$ cat config.mk
export PLATFORM = sky130hd
export DESIGN_NAME = idp_packet_receive_checker_unit
export DESIGN_NICKNAME = d
export VERILOG_FILES = /design/src/design/idprc_pkg.sv /design/src/design/idprc_front.sv /design/src/design/idprc_queue.sv /design/src/design/idp_packet_receive_checker_unit.sv
export SDC_FILE = /design/constraint.sdc
export NUM_CORES = 1
export LEC_CHECK = 0
export BUFFER_PORTS_ARGS = -buffer_cell sky130_fd_sc_hd__buf_2
export CORE_AREA = 2 2 461 280
export DETAILED_ROUTE_END_ITERATION = 7
export DIE_AREA = 0 0 463 282
export PLACE_DENSITY_LB_ADDON = 0.12
export SLEW_MARGIN = 20
export SYNTH_ARGS = -nofsm -noshare
export SYNTH_HDL_FRONTEND = slang
export SYNTH_SLANG_ARGS = --single-unit
$ cat constraint.sdc
create_clock -name clk -period 46.8 [get_ports clk]
set_input_delay 7.02 -clock clk [delete_from_list [all_inputs] [get_ports clk]]
set_output_delay 7.02 -clock clk [all_outputs]
set_load 0.01 [all_outputs]
$ cat src/design/idprc_pkg.sv
// Shared types and codes for the datagram receive checker.
// No dependencies; used by every module of the block.
`default_nettype none
package idprc_pkg;

  // Header size in bytes.
  localparam logic [15:0] HEADER_BYTES = 16'd30;

  // Result kinds.
  localparam logic [1:0] KIND_HEADER  = 2'd0;
  localparam logic [1:0] KIND_PAYLOAD = 2'd1;
  localparam logic [1:0] KIND_END     = 2'd2;

  // End status codes.
  localparam logic [2:0] STATUS_NONE      = 3'd0;
  localparam logic [2:0] STATUS_OK        = 3'd1;
  localparam logic [2:0] STATUS_UNCHECKED = 3'd2;
  localparam logic [2:0] STATUS_MISMATCH  = 3'd3;
  localparam logic [2:0] STATUS_BAD_LEN   = 3'd4;

  // One result item as it travels through the queue.
  typedef struct packed {
    logic [1:0]  kind;
    logic [7:0]  payload_byte;
    logic [2:0]  end_status;
    logic [15:0] packet_length;
    logic [7:0]  hop_count;
    logic [7:0]  packet_type;
    logic [31:0] dest_net;
    logic [47:0] dest_host;
    logic [15:0] dest_socket;
    logic [31:0] source_net;
    logic [47:0] source_host;
    logic [15:0] source_socket;
  } result_t;

  // Request from the parser into the queue.
  typedef struct packed {
    logic    valid;
    result_t item;
  } push_t;

endpackage
`default_nettype wire

$ cat src/design/idprc_front.sv
// Front part: accepts packet bytes, parses the header, folds the checksum
// and classifies each byte into a result request. Depends on idprc_pkg.
`default_nettype none
module idprc_front (
  input  wire logic             clk,
  input  wire logic             rst,
  input  wire logic             in_valid,
  input  wire logic             stall,
  input  wire logic [7:0]       data_byte,
  input  wire logic             first_byte,
  input  wire logic [15:0]      no_checksum_value,
  output idprc_pkg::push_t      push
);

  // Parser state.
  logic        in_packet;
  logic [15:0] byte_index;
  logic [15:0] sum_accum;
  logic [7:0]  high_byte_hold;
  logic [15:0] received_checksum;
  logic [15:0] length_reg;
  logic [7:0]  hop_reg;
  logic [7:0]  type_reg;
  logic [31:0] dest_net_reg;
  logic [47:0] dest_host_reg;
  logic [15:0] dest_socket_reg;
  logic [31:0] source_net_reg;
  logic [47:0] source_host_reg;
  logic [15:0] source_socket_reg;

  logic        in_packet_next;
  logic [15:0] idx;
  logic [15:0] sum_accum_next;
  logic [7:0]  high_byte_hold_next;
  logic [15:0] received_checksum_next;
  logic [15:0] length_reg_next;
  logic [7:0]  hop_reg_next;
  logic [7:0]  type_reg_next;
  logic [31:0] dest_net_reg_next;
  logic [47:0] dest_host_reg_next;
  logic [15:0] dest_socket_reg_next;
  logic [31:0] source_net_reg_next;
  logic [47:0] source_host_reg_next;
  logic [15:0] source_socket_reg_next;

  logic        active;
  logic [15:0] last_index;
  logic        emit;
  logic [1:0]  kind;
  logic [7:0]  payload;
  logic [2:0]  status;

  // One's complement add of a word, then rotate left by one.
  function automatic logic [15:0] fold_word(input logic [15:0] acc, input logic [15:0] w);
    logic [16:0] s;
    logic [15:0] f;
    s = {1'b0, acc} + {1'b0, w};
    f = s[15:0] + {15'd0, s[16]};
    return {f[14:0], f[15]};
  endfunction

  // A byte counts when it starts a packet or arrives inside one.
  assign active = in_valid && !stall && (first_byte || in_packet);

  // Next values of the packet state; a first byte starts from cleared state.
  always_comb begin
    if (first_byte) begin
      idx                    = 16'd0;
      sum_accum_next         = 16'd0;
      high_byte_hold_next    = 8'd0;
      received_checksum_next = 16'd0;
      length_reg_next        = 16'd0;
      hop_reg_next           = 8'd0;
      type_reg_next          = 8'd0;
      dest_net_reg_next      = 32'd0;
      dest_host_reg_next     = 48'd0;
      dest_socket_reg_next   = 16'd0;
      source_net_reg_next    = 32'd0;
      source_host_reg_next   = 48'd0;
      source_socket_reg_next = 16'd0;
    end else begin
      idx                    = byte_index;
      sum_accum_next         = sum_accum;
      high_byte_hold_next    = high_byte_hold;
      received_checksum_next = received_checksum;
      length_reg_next        = length_reg;
      hop_reg_next           = hop_reg;
      type_reg_next          = type_reg;
      dest_net_reg_next      = dest_net_reg;
      dest_host_reg_next     = dest_host_reg;
      dest_socket_reg_next   = dest_socket_reg;
      source_net_reg_next    = source_net_reg;
      source_host_reg_next   = source_host_reg;
      source_socket_reg_next = source_socket_reg;
    end

    // Shift the byte into the header field that owns this position.
    priority if (idx < 16'd2) begin
      received_checksum_next = {received_checksum_next[7:0], data_byte};
    end else if (idx < 16'd4) begin
      length_reg_next = {length_reg_next[7:0], data_byte};
    end else if (idx == 16'd4) begin
      hop_reg_next = data_byte;
    end else if (idx == 16'd5) begin
      type_reg_next = data_byte;
    end else if (idx < 16'd10) begin
      dest_net_reg_next = {dest_net_reg_next[23:0], data_byte};
    end else if (idx < 16'd16) begin
      dest_host_reg_next = {dest_host_reg_next[39:0], data_byte};
    end else if (idx < 16'd18) begin
      dest_socket_reg_next = {dest_socket_reg_next[7:0], data_byte};
    end else if (idx < 16'd22) begin
      source_net_reg_next = {source_net_reg_next[23:0], data_byte};
    end else if (idx < 16'd28) begin
      source_host_reg_next = {source_host_reg_next[39:0], data_byte};
    end else if (idx < idprc_pkg::HEADER_BYTES) begin
      source_socket_reg_next = {source_socket_reg_next[7:0], data_byte};
    end else begin
      // Payload and pad bytes touch no header field.
    end

    // Checksum covers 16-bit words from byte 2 onward.
    if (idx >= 16'd2) begin
      if (!idx[0]) begin
        high_byte_hold_next = data_byte;
      end else begin
        sum_accum_next = fold_word(sum_accum_next, {high_byte_hold_next, data_byte});
      end
    end
  end

  // Classify the byte into a result request.
  always_comb begin
    last_index     = length_reg_next[0] ? length_reg_next : length_reg_next - 16'd1;
    emit           = 1'b0;
    kind           = idprc_pkg::KIND_HEADER;
    payload        = 8'd0;
    status         = idprc_pkg::STATUS_NONE;
    in_packet_next = 1'b1;
    priority if (idx < 16'd3) begin
      emit = 1'b0;
    end else if (idx == 16'd3 && length_reg_next < idprc_pkg::HEADER_BYTES) begin
      emit           = 1'b1;
      kind           = idprc_pkg::KIND_END;
      status         = idprc_pkg::STATUS_BAD_LEN;
      in_packet_next = 1'b0;
    end else if (idx < idprc_pkg::HEADER_BYTES - 16'd1) begin
      emit = 1'b0;
    end else if (idx >= last_index) begin
      emit           = 1'b1;
      kind           = idprc_pkg::KIND_END;
      in_packet_next = 1'b0;
      if (idx >= idprc_pkg::HEADER_BYTES && idx < length_reg_next) begin
        payload = data_byte;
      end
      priority if (received_checksum_next == no_checksum_value) begin
        status = idprc_pkg::STATUS_UNCHECKED;
      end else if (received_checksum_next == sum_accum_next) begin
        status = idprc_pkg::STATUS_OK;
      end else begin
        status = idprc_pkg::STATUS_MISMATCH;
      end
    end else if (idx == idprc_pkg::HEADER_BYTES - 16'd1) begin
      emit = 1'b1;
      kind = idprc_pkg::KIND_HEADER;
    end else begin
      emit    = 1'b1;
      kind    = idprc_pkg::KIND_PAYLOAD;
      payload = data_byte;
    end
  end

  // Request toward the queue, carrying the header as it stands now.
  always_comb begin
    push.valid              = active && emit;
    push.item.kind          = kind;
    push.item.payload_byte  = payload;
    push.item.end_status    = status;
    push.item.packet_length = length_reg_next;
    push.item.hop_count     = hop_reg_next;
    push.item.packet_type   = type_reg_next;
    push.item.dest_net      = dest_net_reg_next;
    push.item.dest_host     = dest_host_reg_next;
    push.item.dest_socket   = dest_socket_reg_next;
    push.item.source_net    = source_net_reg_next;
    push.item.source_host   = source_host_reg_next;
    push.item.source_socket = source_socket_reg_next;
  end

  // Control state.
  always_ff @(posedge clk) begin
    if (rst) begin
      in_packet  <= 1'b0;
      byte_index <= 16'd0;
    end else if (active) begin
      in_packet  <= in_packet_next;
      byte_index <= idx + 16'd1;
    end
  end

  // Header and checksum registers; a first byte clears them.
  always_ff @(posedge clk) begin
    if (active) begin
      sum_accum         <= sum_accum_next;
      high_byte_hold    <= high_byte_hold_next;
      received_checksum <= received_checksum_next;
      length_reg        <= length_reg_next;
      hop_reg           <= hop_reg_next;
      type_reg          <= type_reg_next;
      dest_net_reg      <= dest_net_reg_next;
      dest_host_reg     <= dest_host_reg_next;
      dest_socket_reg   <= dest_socket_reg_next;
      source_net_reg    <= source_net_reg_next;
      source_host_reg   <= source_host_reg_next;
      source_socket_reg <= source_socket_reg_next;
    end
  end

endmodule
`default_nettype wire

$ cat src/design/idprc_queue.sv
// Back part: a small result queue whose head drives the output channel.
// Depends on idprc_pkg.
`default_nettype none
module idprc_queue #(
  parameter int DEPTH = 2
) (
  input  wire logic                clk,
  input  wire logic                rst,
  input  wire idprc_pkg::push_t    push,
  output logic                     full,
  output logic                     out_valid,
  input  wire logic                out_stall,
  output idprc_pkg::result_t       head
);

  localparam int PTR_W = (DEPTH > 1) ? $clog2(DEPTH) : 1;
  localparam int CNT_W = $clog2(DEPTH + 1);
  localparam logic [PTR_W-1:0] LAST_PTR = PTR_W'(DEPTH - 1);

  idprc_pkg::result_t entries [DEPTH];
  logic [PTR_W-1:0]   wr_ptr;
  logic [PTR_W-1:0]   rd_ptr;
  logic [CNT_W-1:0]   count;
  logic               pop;
  logic               wr_en;

  // Status and head of the queue.
  assign full      = (count == CNT_W'(DEPTH));
  assign out_valid = (count != '0);
  assign pop       = out_valid && !out_stall;
  assign wr_en     = push.valid && !full;
  assign head      = entries[rd_ptr];

  // Pointers and fill count.
  always_ff @(posedge clk) begin
    if (rst) begin
      wr_ptr <= '0;
      rd_ptr <= '0;
      count  <= '0;
    end else begin
      if (wr_en) begin
        wr_ptr <= (wr_ptr == LAST_PTR) ? '0 : wr_ptr + 1'b1;
      end
      if (pop) begin
        rd_ptr <= (rd_ptr == LAST_PTR) ? '0 : rd_ptr + 1'b1;
      end
      unique case ({wr_en, pop})
        2'b10:   count <= count + 1'b1;
        2'b01:   count <= count - 1'b1;
        default: count <= count;
      endcase
    end
  end

  // Entry storage.
  always_ff @(posedge clk) begin
    if (wr_en) begin
      entries[wr_ptr] <= push.item;
    end
  end

endmodule
`default_nettype wire

$ cat src/design/idp_packet_receive_checker_unit.sv
// Datagram receive checker: takes one packet byte per cycle unless stalled, parses the
// 30-byte header, checks the rotating one's complement checksum and reports
// header, payload and end items. Depends on idprc_pkg, idprc_front, idprc_queue.
//
// The block accepts one byte per cycle while in_stall is low and turns it into at most
// one result, which is written into the result queue and reaches the output from its head.
// The parser and checksum fold are combinational, so a byte is finished in the cycle it is
// taken; a result queue of QUEUE_DEPTH entries (two by default) sits between parser and
// output, so input is stalled only while the queue is full. Status codes
// are 1 ok, 2 unchecked (checksum field equals no_checksum_value), 3
// mismatch and 4 bad length (length field below 30). The no_checksum_value
// register can be written at any time through cfg_valid/cfg_ready; ready is
// always high.
`default_nettype none
module idp_packet_receive_checker_unit #(
  parameter int QUEUE_DEPTH = 2
) (
  input  wire logic        clk,
  input  wire logic        rst,
  // Configuration write.
  input  wire logic        cfg_valid,
  output logic             cfg_ready,
  input  wire logic [15:0] no_checksum_value,
  // Byte input.
  input  wire logic        in_valid,
  output logic             in_stall,
  input  wire logic [7:0]  data_byte,
  input  wire logic        first_byte,
  // Result output.
  output logic             out_valid,
  input  wire logic        out_stall,
  output logic [1:0]       kind,
  output logic [7:0]       payload_byte,
  output logic [2:0]       end_status,
  output logic [15:0]      packet_length,
  output logic [7:0]       hop_count,
  output logic [7:0]       packet_type,
  output logic [31:0]      dest_net,
  output logic [47:0]      dest_host,
  output logic [15:0]      dest_socket,
  output logic [31:0]      source_net,
  output logic [47:0]      source_host,
  output logic [15:0]      source_socket
);

  logic [15:0]        nocs_reg;
  idprc_pkg::push_t   push;
  idprc_pkg::result_t head;
  logic               full;

  // No-checksum register.
  assign cfg_ready = 1'b1;
  always_ff @(posedge clk) begin
    if (rst) begin
      nocs_reg <= 16'hffff;
    end else if (cfg_valid && cfg_ready) begin
      nocs_reg <= no_checksum_value;
    end
  end

  assign in_stall = full;

  // Parser and checksum.
  idprc_front u_front (
    .clk               (clk),
    .rst               (rst),
    .in_valid          (in_valid),
    .stall             (in_stall),
    .data_byte         (data_byte),
    .first_byte        (first_byte),
    .no_checksum_value (nocs_reg),
    .push              (push)
  );

  // Result queue and output.
  idprc_queue #(
    .DEPTH (QUEUE_DEPTH)
  ) u_queue (
    .clk       (clk),
    .rst       (rst),
    .push      (push),
    .full      (full),
    .out_valid (out_valid),
    .out_stall (out_stall),
    .head      (head)
  );

  // Output fields from the queue head.
  assign kind          = head.kind;
  assign payload_byte  = head.payload_byte;
  assign end_status    = head.end_status;
  assign packet_length = head.packet_length;
  assign hop_count     = head.hop_count;
  assign packet_type   = head.packet_type;
  assign dest_net      = head.dest_net;
  assign dest_host     = head.dest_host;
  assign dest_socket   = head.dest_socket;
  assign source_net    = head.source_net;
  assign source_host   = head.source_host;
  assign source_socket = head.source_socket;

endmodule
`default_nettype wire

==> results.sh <==
export IMPL_cts_resized=0
export IMPL_async_flop_share=0
export IMPL_ant_nets=0
export IMPL_firstDrtPassIters=5
export IMPL_synth_net_count=2559
export IMPL_final_cell_count_no_fill=4501
export IMPL_drv_slew=0
export IMPL_ys_warn_count=0
export IMPL_grt_pass1_vias=21100
export IMPL_path_cells="buf_6 -> nor4b_1 -> nand4_4 -> and3_2 -> a21oi_2 -> nand4_1 -> or3_1 -> or4_4 -> a21oi_4 -> inv_1 -> nor2_4 -> buf_4 -> buf_4 -> buf_4"
export IMPL_largest_register_ffs=474
export IMPL_drv_cap=0
export IMPL_end_kind="flip-flop"
export IMPL_drc_errors=0
export IMPL_yosys_area_top_type="edfxtp_1"
export IMPL_power_density_nw_per_um2=38.7
export IMPL_ys_types=89
export IMPL_whs_ps=457
export IMPL_met3_usage=0.0274
export IMPL_grt_max_degree=128
export IMPL_wl_per_cell_um=22.0
export IMPL_fin_util=0.317
export IMPL_grt_overflow=0
export IMPL_port_buffer_count=268
export IMPL_gr_usage_met1=0.221
export IMPL_avgViaCountPerCell=4.59
export IMPL_die_height_um=282
export IMPL_hpwlAfterDp_um=63100
export IMPL_p_leak_nw=14.0
export IMPL_period_share=0.268
export IMPL_min_path_type="flip-flop to flip-flop"
export IMPL_vias=20700
export IMPL_clkSlewWorstSetupHoldPaths_ps=60
export IMPL_design_area_um2=39900
export IMPL_start_util=0.269
export IMPL_cts_setup_buffers=0
export IMPL_syn_area_um2=33900
export IMPL_tns_ps=0
export IMPL_maxSlewHeadroom=0.286
export IMPL_synthCells=2480
export IMPL_critPathTopFamily="simple AND/OR/NAND/NOR gates"
export IMPL_post_place_cells=4348
export IMPL_met2_usage=0.228
export IMPL_nets=2813
export IMPL_cts_root_buffer="clkbuf_16"
export IMPL_critPathMostFrequentCell="buf_4"
export IMPL_outcome="finished clean"
export IMPL_cts_tree="done"
export IMPL_die_w_um=463
export IMPL_n_fill_cell=12600
export IMPL_clk_path_buf_depth=3
export IMPL_synth_seq_cells=776
export IMPL_grt_first_pass_wirelength_um=146000
export IMPL_place_ws_ps=32900
export IMPL_drtIter0Drc=1612
export IMPL_area_growth_pct=17.7
export IMPL_worstPathArrival_ps=12810
export IMPL_dieArea_um2=131000
export IMPL_ios=270
export IMPL_design_core_area_um2=126000
export IMPL_grt_antenna_before_repair=5
export IMPL_rsz0062_at_grt="false"
export IMPL_seq_area_frac_synth=0.676
export IMPL_wl_um=99100
export IMPL_ys_flop_type="edfxtp_1"
export IMPL_skew_ps=28.6
export IMPL_synth_edf_count=738
export IMPL_yosysTopAreaCellShare=0.654
export IMPL_grt_total_usage=0.150
export IMPL_avgSynthCellArea_um2=13.7
export IMPL_final_setup_viol_count=0
export IMPL_drive_gt1_frac=0.259
export IMPL_crit_type="input pin to flip-flop"
export IMPL_slowest_stage="buf_4"
export IMPL_finalWorstSetupSlack_ps=34260
export IMPL_fmax_ghz=0.0797
export IMPL_htreeDepth=3
export IMPL_crit_required_ps=47070
export IMPL_path_max_fanout=61
export IMPL_fin_total_pwr_mw=1.54
export IMPL_cpPeakStageDelay_ps=850
export IMPL_rows=101
export IMPL_postCtsHoldBufs=0
export IMPL_vdd_drop_max_mv=0.0258
export IMPL_clock_sinks=776
export IMPL_top_usage_layer="met2"
export IMPL_numCtsBuffers=82
export IMPL_clock_latency_ps=670
export IMPL_hold_viol=0
export IMPL_synth_area_leaders="edfxtp_1, mux2_2, nand2_1"
export IMPL_period_minus_slack_ps=12540
export IMPL_worstMarginPinSlew_ps=1040
export IMPL_path_buf_inv=5
export IMPL_placed_cell_area_um2=37200
export IMPL_place_congestion=0.821
export IMPL_cp_start_kind="input pin"
==> final cells by class <==
type | count | area (µm²) | area share
diodes | 3 | 7.51 | 0.000188
clock buffers | 103 | 2180 | 0.0547
clock inverters | 46 | 529 | 0.0133
inverters | 57 | 224 | 0.00561
multi-input cells | 1514 | 10300 | 0.257
flip-flops and latches | 776 | 22900 | 0.574
well taps | 1699 | 2130 | 0.0533
repair buffers | 303 | 1650 | 0.0413
==> where the power goes <==
part / leakage, nW / total (mW) / switching, mW / internal [mW]
clock: 1.33 / 0.672 / 0.280 / 0.392
sequential: 7.21 / 0.786 / 0.00793 / 0.778
combinational: 5.45 / 0.0846 / 0.0582 / 0.0264
==> cells in the mapped netlist, types with 46 or more instances <==
library cell    n
nor2_1         74
nand3_1        46
ha_1           48
inv_1          55
a21oi_1       139
nand2_1       427
clkbuf_1      108
xnor2_1        61
mux2i_1        54
nor2b_1        50
o21ai_0       103
edfxtp_1      738
mux2_2        249
==> worst min-delay path, cell delays in order, from the launching register on <==
cell and delay [ps]:
dfxtp_1 310, nand2_1 50, a21oi_1 50
==> cells by family (layout without fill, tap and decap cells) <==
logic type / Yosys count / in the layout / synth area share
DFF: 776 / 776 / 0.676
and+or+nand+nor: 731 / 731 / 0.100
buffers and inverters: 190 / 509 / 0.0220
adders and majority gates: 52 / 52 / 0.0192
muxes: 304 / 304 / 0.0991
other: 1 / 4 / 0.000111
AOI/OAI and AO/OA: 342 / 342 / 0.0602
xor gates and xnor gates: 84 / 84 / 0.0229
==> cells in the final DEF (no fill, tap or decap), types with 17 or more instances in the layout <==
cell       synthesis  layout
a21oi_1          139     139
clkbuf_16          0      83
xor2_1            20      20
mux2_2           249     249
a21o_1            17      17
dfxtp_1           38      37
nor2_1            74      73
inv_1             55      54
nand3_1           46      46
o21ai_0          103     103
xnor2_1           61      61
and3_1            24      24
nor2b_1           50      50
clkbuf_1         108      17
edfxtp_1         738     738
buf_2              9     267
nand2_1          427     426
mux2i_1           54      54
nor3_1            20      18
ha_1              48      48
buf_4              2      32
==> layer usage <==
metal  vias up  part of all wire
li1       9658                 -
met1     10500              0.50
met2       445              0.45
met3       106             0.039
met4         0             0.015
met5         -                 0
==> final timing paths <==
check / from / end / slack (ps) / depth (start not counted)
min reg2reg: u_front.in_packet$_SDFFE_PP0P_ / u_front.in_packet$_SDFFE_PP0P_ / 460 / 2
min: u_front.in_packet$_SDFFE_PP0P_ / u_front.in_packet$_SDFFE_PP0P_ / 460 / 2
max: first_byte / u_queue.entries[0][154]$_DFFE_PP_ / 34260 / 14
max reg2reg: u_front.byte_index[12]$_SDFFE_PP0P_ / u_queue.entries[0][232]$_DFFE_PP_ / 40220 / 20
Power figures use the tool's default switching activity.
